--- src/design/pltl_pkg.sv ---
`timescale 1ns / 1ps
`default_nettype none
// ----------------------------------------------------------------------------
// pltl_pkg: shared constants and types for the page table translator
// Field widths, age limits, parameter defaults and the control state type.
// ----------------------------------------------------------------------------
package pltl_pkg;

    localparam int ADDR_W  = 12;
    localparam int PHYS_W  = 10;
    localparam int FAULT_W = 32;
    localparam int AGE_W   = 3;

    localparam logic [AGE_W-1:0] AGE_MAX = 3'd7;

    localparam int PAGE_BYTES_DEF  = 128;
    localparam int PAGE_COUNT_DEF  = 32;
    localparam int FRAME_COUNT_DEF = 8;

    typedef enum logic {
        ST_IDLE,
        ST_RESOLVE
    } t_state;

endpackage
`default_nettype wire

--- src/design/page_table_lru_translate.sv ---
`timescale 1ns / 1ps
`default_nettype none
// ----------------------------------------------------------------------------
// page_table_lru_translate: demand-paging address translation with LRU
// Flow: an accepted input beat is resolved in the resolve state, and its
// result beat is registered on the output; one item is in flight at a time,
// with the page table read on accept and written back in the resolve cycle.
// Reset: synchronous, active low; clears all page valid bits, frame ages,
// owner valid bits and the fault count at once, and marks frames above 0 free.
// ----------------------------------------------------------------------------
module page_table_lru_translate #(
    parameter int PAGE_BYTES  = pltl_pkg::PAGE_BYTES_DEF,
    parameter int PAGE_COUNT  = pltl_pkg::PAGE_COUNT_DEF,
    parameter int FRAME_COUNT = pltl_pkg::FRAME_COUNT_DEF
) (
    input  wire logic                         i_clk,
    input  wire logic                         i_rst_n,
    input  wire logic                         i_in_valid,
    output logic                              o_in_ready,
    input  wire logic [pltl_pkg::ADDR_W-1:0]  i_logical_address,
    output logic                              o_out_valid,
    input  wire logic                         i_out_ready,
    output logic [pltl_pkg::PHYS_W-1:0]       o_physical_address,
    output logic                              o_page_fault,
    output logic [pltl_pkg::FAULT_W-1:0]      o_fault_total
);

    localparam int OFFS_W = $clog2(PAGE_BYTES);
    localparam int PG_W   = (PAGE_COUNT > 1) ? $clog2(PAGE_COUNT) : 1;
    localparam int FR_W   = $clog2(FRAME_COUNT);
    localparam int EXT_W  = FR_W + OFFS_W + pltl_pkg::PHYS_W;

    pltl_pkg::t_state r_state, n_state;

    logic [FR_W-1:0]             r_frame_mem [PAGE_COUNT];
    logic [FR_W-1:0]             r_rd_frame;
    logic [PAGE_COUNT-1:0]       r_page_valid;
    logic [FRAME_COUNT-1:0]      r_free;
    logic [FRAME_COUNT-1:0]      r_owner_vld;
    logic [PG_W-1:0]             r_owner [FRAME_COUNT];
    logic [pltl_pkg::AGE_W-1:0]  r_age [FRAME_COUNT];
    logic [pltl_pkg::FAULT_W-1:0] r_fault_cnt;

    logic [PG_W-1:0]             r_page;
    logic [OFFS_W-1:0]           r_offset;
    logic [FR_W-1:0]             r_pick;

    logic                        r_out_valid;
    logic [pltl_pkg::PHYS_W-1:0] r_phys;
    logic                        r_fault;

    logic                        in_fire;
    logic                        resolve;
    logic [pltl_pkg::ADDR_W-1:0] shifted;
    logic [PG_W-1:0]             in_page;
    logic                        hit;
    logic [FR_W-1:0]             frame;
    logic [FR_W-1:0]             n_pick;
    logic [EXT_W-1:0]            phys_ext;

    assign in_fire  = i_in_valid && o_in_ready;
    assign shifted  = i_logical_address >> OFFS_W;
    assign in_page  = shifted[PG_W-1:0];
    assign hit      = r_page_valid[r_page];
    assign frame    = hit ? r_rd_frame : r_pick;
    assign phys_ext = {{pltl_pkg::PHYS_W{1'b0}}, frame, r_offset};

    always_comb begin
        n_state = r_state;
        case (r_state)
            pltl_pkg::ST_IDLE:    if (in_fire) n_state = pltl_pkg::ST_RESOLVE;
            pltl_pkg::ST_RESOLVE: n_state = pltl_pkg::ST_IDLE;
            default:              n_state = pltl_pkg::ST_IDLE;
        endcase
    end

    always_comb begin
        o_in_ready = 1'b0;
        resolve    = 1'b0;
        case (r_state)
            pltl_pkg::ST_IDLE:    o_in_ready = !r_out_valid || i_out_ready;
            pltl_pkg::ST_RESOLVE: resolve = 1'b1;
            default:              o_in_ready = 1'b0;
        endcase
    end

    // victim: lowest free frame above 0, else oldest occupied frame
    always_comb begin
        logic                       found;
        logic [FR_W-1:0]            free_idx;
        logic [FR_W-1:0]            best;
        logic [pltl_pkg::AGE_W-1:0] best_age;
        found    = 1'b0;
        free_idx = FR_W'(1);
        best     = FR_W'(1);
        best_age = r_age[1];
        for (int i = FRAME_COUNT - 1; i >= 1; i--) begin
            if (r_free[i]) begin
                found    = 1'b1;
                free_idx = FR_W'(i);
            end
        end
        for (int i = 2; i < FRAME_COUNT; i++) begin
            if (r_age[i] > best_age) begin
                best     = FR_W'(i);
                best_age = r_age[i];
            end
        end
        n_pick = found ? free_idx : best;
    end

    always_ff @(posedge i_clk) begin
        r_pick <= n_pick;
        if (in_fire) begin
            r_rd_frame <= r_frame_mem[in_page];
            r_page     <= in_page;
            r_offset   <= i_logical_address[OFFS_W-1:0];
        end
        if (resolve && !hit) begin
            r_frame_mem[r_page] <= r_pick;
            r_owner[r_pick]     <= r_page;
        end
        if (resolve) begin
            r_phys  <= phys_ext[pltl_pkg::PHYS_W-1:0];
            r_fault <= !hit;
        end
    end

    always_ff @(posedge i_clk) begin
        if (!i_rst_n) begin
            r_state      <= pltl_pkg::ST_IDLE;
            r_out_valid  <= 1'b0;
            r_page_valid <= '0;
            r_owner_vld  <= '0;
            r_fault_cnt  <= '0;
            for (int i = 0; i < FRAME_COUNT; i++) begin
                r_free[i] <= (i != 0);
                r_age[i]  <= '0;
            end
        end else begin
            r_state <= n_state;
            if (resolve) begin
                r_out_valid <= 1'b1;
            end else if (i_out_ready) begin
                r_out_valid <= 1'b0;
            end
            if (resolve) begin
                if (!hit) begin
                    if (r_owner_vld[r_pick]) begin
                        r_page_valid[r_owner[r_pick]] <= 1'b0;
                    end
                    r_page_valid[r_page] <= 1'b1;
                    r_owner_vld[r_pick]  <= 1'b1;
                    r_free[r_pick]       <= 1'b0;
                    if (r_fault_cnt != '1) begin
                        r_fault_cnt <= r_fault_cnt + 1'b1;
                    end
                end
                for (int i = 1; i < FRAME_COUNT; i++) begin
                    if (FR_W'(i) != frame && !r_free[i] && r_age[i] < pltl_pkg::AGE_MAX) begin
                        r_age[i] <= r_age[i] + 1'b1;
                    end
                end
                r_age[frame] <= '0;
            end
        end
    end

    assign o_out_valid        = r_out_valid;
    assign o_physical_address = r_phys;
    assign o_page_fault       = r_fault;
    assign o_fault_total      = r_fault_cnt;

endmodule
`default_nettype wire

--- config.mk ---
export PLATFORM = sky130hd
export DESIGN_NAME = page_table_lru_translate
export DESIGN_NICKNAME = d
export VERILOG_FILES = /design/src/design/pltl_pkg.sv /design/src/design/page_table_lru_translate.sv
export SDC_FILE = /design/constraint.sdc
export NUM_CORES = 1
export LEC_CHECK = 0
export BUFFER_PORTS_ARGS = -buffer_cell sky130_fd_sc_hd__buf_2
export CORE_ASPECT_RATIO = 1.2
export CORE_MARGIN = 4
export CORE_UTILIZATION = 50
export CTS_BUF_LIST = sky130_fd_sc_hd__clkbuf_4 sky130_fd_sc_hd__clkbuf_8
export CTS_CLUSTER_DIAMETER = 30
export DETAILED_ROUTE_END_ITERATION = 8
export GPL_ROUTABILITY_DRIVEN = 1
export PLACE_DENSITY = 0.73
export SLEW_MARGIN = 0
export SYNTH_ARGS = -nofsm -noshare
export SYNTH_HDL_FRONTEND = slang
export SYNTH_SLANG_ARGS = --single-unit
--- constraint.sdc ---
create_clock -name i_clk -period 18.3 [get_ports i_clk]
set_clock_uncertainty 0.15 [all_clocks]
set_input_delay 1.83 -clock i_clk [delete_from_list [all_inputs] [get_ports i_clk]]
set_output_delay 1.83 -clock i_clk [all_outputs]
set_load 0.005 [all_outputs]
# After elaboration in Yosys (flattened, before gate mapping)
# Memories as Yosys holds them, arrays and structs flattened. A register that Yosys moved wholly into a read port is not among the register bits.
# Cells that the tools add are included.
# word_totals
reg_bits	108
ram_bits	160
input_bits	16
out_inout_bits	45
word_cells	188
n_memories	3
# op_classes
addsub	8
order_cmp	19
n_eq_ne	8
n_mux	91
bitwise	15
reduce_logical	33
# memory_table
memory	words	word_bits	rd	rd_clocked_by_memory_dff	write_ports	line_no	source
r_frame_mem	32	3	1	1	1	page_table_lru_translate.sv:35	logic [FR_W-1:0] r_frame_mem [PAGE_COUNT];
r_owner	8	5	1	1	1	page_table_lru_translate.sv:40	logic [PG_W-1:0] r_owner [FRAME_COUNT];
r_age	8	3	7	0	8	page_table_lru_translate.sv:41	logic [pltl_pkg::AGE_W-1:0] r_age [FRAME_COUNT];
# ops
cell	count
2-to-1 mux 32 bit	4
2-to-1 mux 3 bit	28
2-to-1 mux 1 bit	52
adder 32 x 1 -> 32 bit (second input constant)	1
AND 32 bit	1
inequality test 32 bit (second input constant)	1
inverter 32 bit	1
bitwise OR 32 bit	1
adder 3 x 1 -> 3 bit (second input constant)	7
< comparator 3 bit (second input constant)	7
logical AND 1 bit	19
> comparator 3 bit	6
< comparator 5 x 6 -> 1 bit (second input constant)	2
inequality test 3 bit (first input constant)	4
demux 1 bit (select 5 bit)	2
greater-or-equal comparator 5 x 1 -> 1 bit (second input constant)	2
zero test 1 bit	9
AND 8 bit	1
inverter 8 bit	1
bitwise OR 8 bit	1
bitwise OR 1 bit	7
inequality test 2 x 3 -> 1 bit (first input constant)	2
binary-select mux 1 bit (select 5 bit)	1
< comparator 3 x 4 -> 1 bit (second input constant)	1
12 further kinds	13

# Longest topological paths before layout
# Gate-level depths: netlist (run 1).
# An unclocked memory read counts as a cell.
# logic_depth
depth_word	14
depth_mapped	39
ltp_nobuf	39

# Worst setup path after synthesis (run 1)
# Ideal clock, no wire load.
# synth_timing
path_kind	reg-to-reg
from	mem r_age[1][1] (netlist bit)
to	reg r_pick[1]
setup_ps	125
arrival_ps	7268
path_slack_ps	10757
path_stages_with_launch	39
period_less_slack_ps	7543
cell_sequence	dfxtp_1 -> inv_1 -> ha_1 -> nor2b_1 -> o21a_1 -> o21ai_0 -> a21oi_1 -> ha_1 -> nor2b_1 -> o21ai_0 -> a32o_1 -> nor2_1 -> or2_2 -> ha_1 -> nor2b_1 -> o21ai_0 -> a32oi_1 -> nand2_1 -> (+3 left out) -> o21ai_0 -> nand2b_1 -> nand2_1 -> mux2_2 -> ha_1 -> nor2b_1 -> o21ai_0 -> nor2b_1 -> a31oi_1 -> nand2_1 -> o21a_1 -> ha_1 -> a21o_1 -> a21oi_1 -> a31oi_1 -> or3_1 -> o31ai_1 -> a31oi_1
# synth_rtl
element	line_no	source
start, declared	page_table_lru_translate.sv:41	
end signal, assigned	page_table_lru_translate.sv:113	r_pick <= n_pick;
end, declared	page_table_lru_translate.sv:46	logic [FR_W-1:0] r_pick;

==> results of run 1 <==
## power groups by stage
stage / clock, mW / combinational, mW / sequential [mW]
after global routing: 0.685 / 0.0696 / 0.654
after CTS: 0.654 / 0.0643 / 0.654
after detailed placement: 0 / 0.0639 / 0.666
final: 0.641 / 0.0642 / 0.654
after global placement: 0 / 0.0630 / 0.666
after floorplan: 0 / 0.0441 / 0.664
## worst max-delay path: cells and delay by family (launching register included)
kind                     cells  cell delay, ns
AO/OA/AOI/OAI               19            3.87
adder cells (fa/ha/maj)      6            1.80
buffers and inverters        1            0.07
flip-flops                   1            0.42
AND/OR/NAND/NOR             13            2.12
## per-layer routing
metal  vias up  share of wire [%]  track usage, %
met3        62                5.6           3.685
met4         0                3.5           9.268
li1       3920                  -               -
met1      4147                 41           26.79
met5         -                  0               0
met2       289                 50           34.91
## layout by cell type (no fill, tap or decap), drive strengths merged, types with 13 or more instances in the layout
cell / netlist / layout
nor3: 23 / 23
nand3: 22 / 22
o311ai: 22 / 22
edfxtp: 162 / 162
ha: 26 / 26
mux4: 42 / 42
or3: 17 / 17
o21ai: 42 / 42
nor4: 22 / 22
o21a: 13 / 13
mux2i: 36 / 36
xnor2: 29 / 29
inv: 38 / 41
clkbuf: 32 / 75
nand2: 63 / 63
nor2: 108 / 108
dfxtp: 105 / 105
a21oi: 25 / 25
nand4: 17 / 17
buf: 13 / 69
## through the flow
step / setup slack (ns) / utilization, % / std cells / hold slack, ns
2_1_floorplan: 10.76 / - / 986 / 0.2503
3_3_place_gp: 10.14 / 53.02 / 1330 / 0.2546
3_5_place_dp: 9.825 / 53.02 / 1330 / 0.2622
4_1_cts: 9.788 / 57.89 / 1428 / 0.2732
5_1_grt: 8.972 / 57.89 / 1428 / 0.2776
6_report: 9.771 / 57.89 / 1428 / 0.2705
## final cells by class
type,instances,area share (%)
clock inverters,23,1.900
flip-flops and latches,267,50.38
inverters,39,1.058
multi-input cells,635,34.59
well taps,320,2.895
repair buffers,69,2.660
clock buffers,75,6.513
## flip-flops by register name, summed over array words and instances (netlist names), 7 cells and up
register	cells
r_free	7
r_offset	7
r_frame_mem	96
r_owner_vld	8
o_physical_address	10
r_age	21
r_owner	40
r_page_valid	32
o_fault_total	32
## worst max-delay path by stage
stage / start / end / slack (ns) / depth (start not counted)
final: r_age[1][1] / r_pick[1] / 9.77 / 39
after global routing: r_age[1][1] / r_pick[1] / 8.97 / 39
after CTS: r_age[1][1] / r_pick[1] / 9.79 / 39
after detailed placement: r_age[1][1] / r_pick[1] / 9.82 / 39
after global placement: r_age[1][1] / r_pick[1] / 10.14 / 39
after floorplan: r_age[1][1] / r_pick[1] / 10.76 / 38
## logic make-up after synthesis
family / after synthesis
AO/OA/AOI/OAI: 159
XOR/XNOR: 29
adder cells (fa/ha/maj): 26
buffers and inverters: 84
flip-flops: 267
multiplexers: 90
AND/OR/NAND/NOR: 331
==> flow_summary.ini, run 1 <==
[power]
switching_share_pct = 22.73
clockPowerShare_pct = 47.2
p_seq_share_pct = 48.1
ir_worst_vdd_v = 0.00005867
p_total_mw = 1.359
p_leak_nw = 4.727
p_comb_share_pct = 4.7
pwr_density_cell_nw_per_um2 = 98.27
power_switching_mw = 0.3089
p_int_mw = 1.050

[clock_network]
cts_root_buf = clkbuf_8
htree_levels = 2
clock_latency_ns = 0.57
cts_buffers = 52
cts_hold_buf = 0
cts.clk_slew.worst_paths_ns = 0.06
cts_tree = yes
cts_resized = 0
clkSinkCount = 267
cts_buffer_depth = 3
postCtsSetupRepairBufs = 0

[drt]
drc_errors = 0
drtAntennaViolNets = 0
drt-total-wl_mm = 27.23
routedWlPerCell_um = 19.07
vias = 8418
avgViaCountPerCell = 5.895
drtIter0Drc = 636
drtPass1Iterations = 5

[layout]
seq_area_um2 = 6968
area_delta_synth_final_pct = 14.42
multiInputGateArea_um2 = 4785
fillers = 1983
postLayoutCellArea_um2 = 13830
nets = 1106
antenna_cells = 0
drive_gt1_share_pct = 21.48

[floorplan]
core_area_um2 = 23890
fp.dieH_um = 178.3
die_area_um2 = 26740
rows = 62
start_util_pct = 50.59
die_width_um = 149.9
ios = 61

[sta]
finalMaxSlewViolations = 0
worstMarginPinSlew_ns = 1.260
period_minus_slack_ns = 8.529
hold_viol = 0
relSlewSlack_pct = 15.37
max_freq_ghz = 0.1172
fin_setup_tns_ns = 0
rsz0062_at_grt = no
min_period_over_period_pct = 46.61
setup_violations = 0

[synthesis]
synthFlopType = edfxtp_1
synth_fp_nets = 1028
ys_types = 61
syn_area_um2 = 12090
synth_fa_ha_area_share_pct = 2.691
synthMuxAreaShare_pct = 11.92
synth_most_common_cell = edfxtp_1
synth_top_area_cell = edfxtp_1
netlist_instances = 986
yosys_warnings = 0
ys_ff_latch = 267
synth_compound_area_share_pct = 9.430
yosys.area_share.xor_xnor_pct = 2.101
synthArstFlopShare_pct = 0
yosys-top-cells-area = edfxtp_1 (40%), dfxtp_1 (17%), mux4_2 (7.8%)
synth-edff-count = 162
yosys.area.top_type_share_pct = 40.24
synthTopCellsByCount = edfxtp_1 (162), nor2_1 (108), dfxtp_1 (105), nand2_1 (62)
synth_top_family_by_area = simple AND/OR/NAND/NOR gates
synthSimpleGateAreaFrac_pct = 13.44
yosysSeqAreaShare_pct = 57.63
avgSynthCellArea_um2 = 12.26

[setup_path]
required_ns = 18.59
crit_fanout = 8
reg2reg_depth = 39
end_kind = register
r2r_slack_ns = 9.77
slowest_delay_ns = 0.50
cp.arrival_ns = 8.82
crit_slowest_cell = o21ai_0
r2r_end = r_pick[1]
r2r_start = r_age[1][1]
startpoint_type = register
path_class = register to register

[global_routing]
track_usage_pct = 20.91
overflow = 0
grt_pass1_wl_mm = 44.37
antenna_found_initial = 0
grt_pass1_vias = 8635
grt_max_degree = 55

[hold_path]
whs_path_depth = 0
hp-class = register to register
holdPathEnd = o_physical_address[2]
worstHoldStart = r_offset[2]

[placed_design]
dpl_cell_area_um2 = 12670
place_hpwl_mm = 17.95
port_buffers = 60
gp_congestion = 0.8610

[outcome]
outcome = complete, no violations

[run]
cap_violations = 0
Power figures use the tool's default switching activity.
==> run 2, diff against run 1 <==
- PLACE_DENSITY: 0.73 -> 0.76
- clock period: 18.3 -> 7 ns (I/O delays scaled with it)
==> run 2 against run 1 <==
  * The run now ends with negative setup slack left
  * Count of clock-buffer cells in the layout fell by 16
  * Final cell count rose by 2.0%
  * Cell area rose by 3.6%
  * Global-route usage rose by 0.12 points
  * Clock power rose by 140%
  * Critical path type unchanged
  * Sequential share of layout area fell by 1.8 points
  * Power rose to 2.5 times the previous value
  * Register-to-register slack got worse by 9.9 ns
  * Flip-flop and latch count did not move
  * Worst setup slack got worse by 9.9 ns
  * Hold slack got worse by 0.11 ns
  * Wire length rose by 5.9%
==> flow_summary.ini, run 2 (synthesized netlist as in run 1, its figures left out) <==
[global_routing]
grt_max_degree = 55
antenna_found_initial = 0
grt_pass1_wl_mm = 44.57
grt_pass1_vias = 8614
overflow = 0
track_usage_pct = 21.03

[placed_design]
port_buffers = 60
gp_congestion = 0.8485
place_hpwl_mm = 18.38
place_inst = 1344

[clock_network]
htree_levels = 2
cts_hold_buf = 0
cts_tree = yes
cts_buffer_depth = 3
clkSinkCount = 267
cts_buffers = 46
cts_root_buf = clkbuf_8
cts.clk_slew.worst_paths_ns = 0.07
clock_latency_ns = 0.56

[setup_path]
slowest_delay_ns = 0.43
startpoint_type = register
crit_family = compound AO/OA/AOI/OAI gates
reg2reg_depth = 38
required_ns = 7.28
r2r_start = r_age[1][1]
path_class = register to register
crit_slowest_cell = or3_4
cp.arrival_ns = 7.42
r2r_slack_ns = -0.14
startpoint = r_age[1][1]
cp-endpoint = r_pick[1]
path_buf_inv = 4
crit_fanout = 4
cp.depth = 38
path_common_cell = ha_4
r2r_end = r_pick[1]
end_kind = register

[power]
p_int_mw = 2.637
ir_worst_vdd_v = 0.0002063
clockPowerShare_pct = 45.1
p_comb_share_pct = 5.4
power_switching_mw = 0.8060
switching_share_pct = 23.41
p_seq_share_pct = 49.6
pwr_density_cell_nw_per_um2 = 240.2
p_leak_nw = 4.957

[drt]
drtPass1Iterations = 5
avgViaCountPerCell = 5.970
drt-total-wl_mm = 28.83
vias = 8693
drc_errors = 0
drtIter0Drc = 644
drtAntennaViolNets = 0
routedWlPerCell_um = 19.80

[floorplan]
die_width_um = 149.9
core_area_um2 = 23890
ios = 61
die_area_um2 = 26740
start_util_pct = 50.59
rows = 62
fp.dieH_um = 178.3

[sta]
rsz0062_at_grt = yes
max_freq_ghz = 0.1400
hold_viol = 0
min_period_over_period_pct = 102.0
setup_ws_ns = -0.1416
setup_violations = 3
relSlewSlack_pct = 25.54
fin_setup_tns_ns = -0.3021
timing.hold.ws_ns = 0.1645
finalMaxSlewViolations = 0
worstMarginPinSlew_ns = 1.108
period_minus_slack_ns = 7.142

[layout]
largest_register_ffs = 96
final_common_cell = edfxtp_1
nets = 1141
reg.largest.list = r_frame_mem: 96 flops, r_owner: 40 flops
area_delta_synth_final_pct = 18.58
layout_common_cells = edfxtp_1 (162), nor2_1 (106), dfxtp_1 (102), nand2_1 (60), buf_2 (60)
antenna_cells = 0
layout.cells.non_filler = 1456
drive_gt1_share_pct = 26.76
final_util_pct = 59.99
top_register = r_frame_mem

[run]
cap_violations = 0

[hold_path]
hp-class = input port to register

[outcome]
violations = negative setup slack
outcome = finished with violations
run 2: changes by cell type in the layout (fill, tap and decap cells not counted), sizes merged:
cell	change
clkbuf	-16
inv	+2
clkinv	+1
buf	+41
run 2: power groups by stage:
stage | registers, mW | clock network [mW] | logic, mW
final | 1.71 | 1.55 | 0.184
after global routing | 1.71 | 1.65 | 0.197
after CTS | 1.71 | 1.57 | 0.177
after detailed placement | 1.74 | 0 | 0.173
after global placement | 1.74 | 0 | 0.169
after floorplan | 1.73 | 0 | 0.117
run 2: per-stage QoR:
stage / worst slack (ns) / total power [mW] / cell area, um^2
after CTS: -0.06027 / 3.452 / 14020
after global routing: -0.4255 / 3.554 / 14330
after global placement: -0.04074 / 1.907 / 12810
final: -0.1416 / 3.443 / 14330
after floorplan: 0.003798 / 1.852 / 12130
after detailed placement: -0.2842 / 1.912 / 12810
run 2: how the worst min path moves through the flow:
| stage | slack (ns) | depth (start not counted) | from | to |
|---|---|---|---|---|
| after floorplan | 0.25 | 0 | r_offset[0] | o_physical_address[0] |
| after global placement | 0.25 | 0 | r_offset[0] | o_physical_address[0] |
| after detailed placement | 0.26 | 0 | r_offset[6] | o_physical_address[6] |
| after CTS | 0.13 | 1 | i_logical_address[2] | r_offset[2] |
| after global routing | 0.13 | 1 | i_logical_address[2] | r_offset[2] |
| final | 0.16 | 1 | i_logical_address[1] | r_offset[1] |
run 2: cell type report:
class | instances | area, um^2
Timing Repair Buffer | 110 | 683.2
Multi-Input combinational cell | 635 | 5102
Fill cell | 1876 | 9559
Clock inverter | 26 | 275.3
Tap cell | 320 | 400.4
Sequential cell | 267 | 6970
Inverter | 39 | 146.4
Clock buffer | 59 | 755.7
run 2: what timing repair did:
action | in CTS | in global routing
resized for setup | 18 | 36
setup endpoints to repair | 3 | 3
buffers inserted | 15 | 13
pin swaps | 16 | 30
run 2: routing by layer:
layer / vias up / part of all wire (%) / GRT usage (%) / wire [um]
met1: 4285 / 39 / 26.66 / 11190
met3: 87 / 6.0 / 3.329 / 1716
li1: 3975 / - / - / -
met5: - / 0 / 0 / 0
met4: 0 / 3.3 / 7.857 / 938
met2: 346 / 52 / 36.43 / 14980
==> run 3, diff against run 2 <==
- TNS_END_PERCENT: not set -> 20
==> run 3 against run 2 <==
  * The run still ends with negative setup slack left
  * Register-to-register slack about the same
  * Die area did not move
  * Power fell by 0.10%
  * Count of clock-buffer cells in the layout unchanged
  * Sequential power barely moved
  * Combinational power about the same
  * Critical endpoint unchanged
  * Largest power group unchanged
==> flow_summary.ini, run 3 (synthesized netlist as in run 1, its figures left out) <==
[floorplan]
rows = 62
die_area_um2 = 26740
fp.dieH_um = 178.3
die_width_um = 149.9
ios = 61
core_area_um2 = 23890
start_util_pct = 50.59

[clock_network]
cts_hold_buf = 0
cts_tree = yes
clkSinkCount = 267
cts_root_buf = clkbuf_8
cts_buffers = 46
cts.clk_slew.worst_paths_ns = 0.07
clock_latency_ns = 0.56
cts_buffer_depth = 3
htree_levels = 2

[placed_design]
place_hpwl_mm = 18.38
place_ws_ns = -0.2842
dpl_cell_area_um2 = 12810
gp_congestion = 0.8485
port_buffers = 60

[setup_path]
crit_fanout = 4
slowest_delay_ns = 0.43
cp.arrival_ns = 7.42
r2r_slack_ns = -0.14
path_class = register to register
end_kind = register
startpoint_type = register
crit_slowest_cell = or3_4
required_ns = 7.28

[drt]
drtIter0Drc = 672
avgViaCountPerCell = 5.958
drtPass1Iterations = 5
routedWlPerCell_um = 19.85
drc_errors = 0
vias = 8663
drtAntennaViolNets = 0
drt-total-wl_mm = 28.87

[hold_path]
hp-class = input port to register

[global_routing]
grt_pass1_wl_mm = 44.57
grt_pass1_vias = 8614
overflow = 0
antenna_found_initial = 0
grt_max_degree = 55
track_usage_pct = 21.03

[layout]
largest_register_ffs = 96
fillers = 1880
area_delta_synth_final_pct = 18.32
nets = 1139
drive_gt1_share_pct = 26.46
reg.largest.list = r_frame_mem: 96 flops, r_owner: 40 flops
top_register = r_frame_mem
final_util_pct = 59.86
layout_common_cells = edfxtp_1 (162), nor2_1 (106), dfxtp_1 (102), nand2_1 (60), buf_2 (60)
postLayoutCellArea_um2 = 14300
final_common_cell = edfxtp_1
antenna_cells = 0

[run]
cap_violations = 0

[power]
pwr_density_cell_nw_per_um2 = 240.5
ir_worst_vdd_v = 0.0002060
p_leak_nw = 4.947

[outcome]
violations = negative setup slack
outcome = finished with violations

[sta]
worstMarginPinSlew_ns = 1.071
setup_ws_ns = -0.1432
finalMaxSlewViolations = 0
max_freq_ghz = 0.1400
relSlewSlack_pct = 28.05
hold_viol = 0
period_minus_slack_ns = 7.143
setup_violations = 3
rsz0062_at_grt = yes
min_period_over_period_pct = 102.0
## run 3: cell count changes in the layout (fill, tap and decap cells not counted)
| cell | before | now |
|---|---|---|
| nor2_4 | 2 | 1 |
| nor3_1 | 22 | 23 |
| nor2_2 | 0 | 1 |
| nor4_1 | 21 | 22 |
| buf_4 | 48 | 46 |
| nor3_2 | 1 | 0 |
| nor4_2 | 1 | 0 |
## run 3: final timing paths
| kind | startpoint | to | depth (start not counted) |
|---|---|---|---|
| max | r_age[1][1] | r_pick[1] | 38 |
| max reg2reg | r_age[1][1] | r_pick[1] | 38 |
| min | i_logical_address[1] | r_offset[1] | 1 |
| min reg2reg | r_offset[6] | o_physical_address[6] | 0 |
## run 3: what timing repair did
action	in CTS	in global routing
gates cloned	0	0
hold endpoints to repair	0	0
endpoints found under the setup margin	3	3
gates resized for setup	18	33
pin swaps	16	28
buffers inserted	15	11
## run 3: power breakdown
| group | total (mW) | switching, mW | internal [mW] |
|---|---|---|---|
| clock network | 1.55 | 0.670 | 0.879 |
| logic | 0.184 | 0.113 | 0.0704 |
| registers | 1.71 | 0.0196 | 1.69 |
| total | 3.44 | 0.802 | 2.64 |
## run 3: final cells by class
type,instances,area (um^2),share of cell area (%)
clock buffers,59,755.7,5.284
clock inverters,26,275.3,1.925
inverters,39,146.4,1.024
multi-input cells,635,5086,35.56
flip-flops and latches,267,6970,48.74
well taps,320,400.4,2.799
repair buffers,108,668.1,4.671
## run 3: through the flow
stage / hold WS, ns / cells / TNS [ns] / power (mW)
2_1_floorplan: 0.2503 / 986 / 0 / 1.852
3_3_place_gp: 0.2519 / 1344 / -0.04074 / 1.907
3_5_place_dp: 0.2580 / 1344 / -0.6488 / 1.912
4_1_cts: 0.1326 / 1444 / -0.06027 / 3.452
5_1_grt: 0.1274 / 1454 / -1.115 / 3.553
6_report: 0.1652 / 1454 / -0.2707 / 3.439
## run 3: worst max-delay path, delay by kind of cell (launching register included)
| kind | cells | cell delay (ns) |
|---|---|---|
| fa+ha+maj | 6 | 1.51 |
| mux | 1 | 0.33 |
| flops | 1 | 0.33 |
| buf+inv | 4 | 0.47 |
| compound gates | 18 | 2.79 |
| simple gates | 9 | 1.38 |
## run 3: layer usage
layer	global-route usage (%)	up-vias	wire length, um
met3	3.329	81	1726
met2	36.43	336	14970
met1	26.66	4280	11340
met4	7.857	0	828
li1	-	3966	-
met5	0	-	0
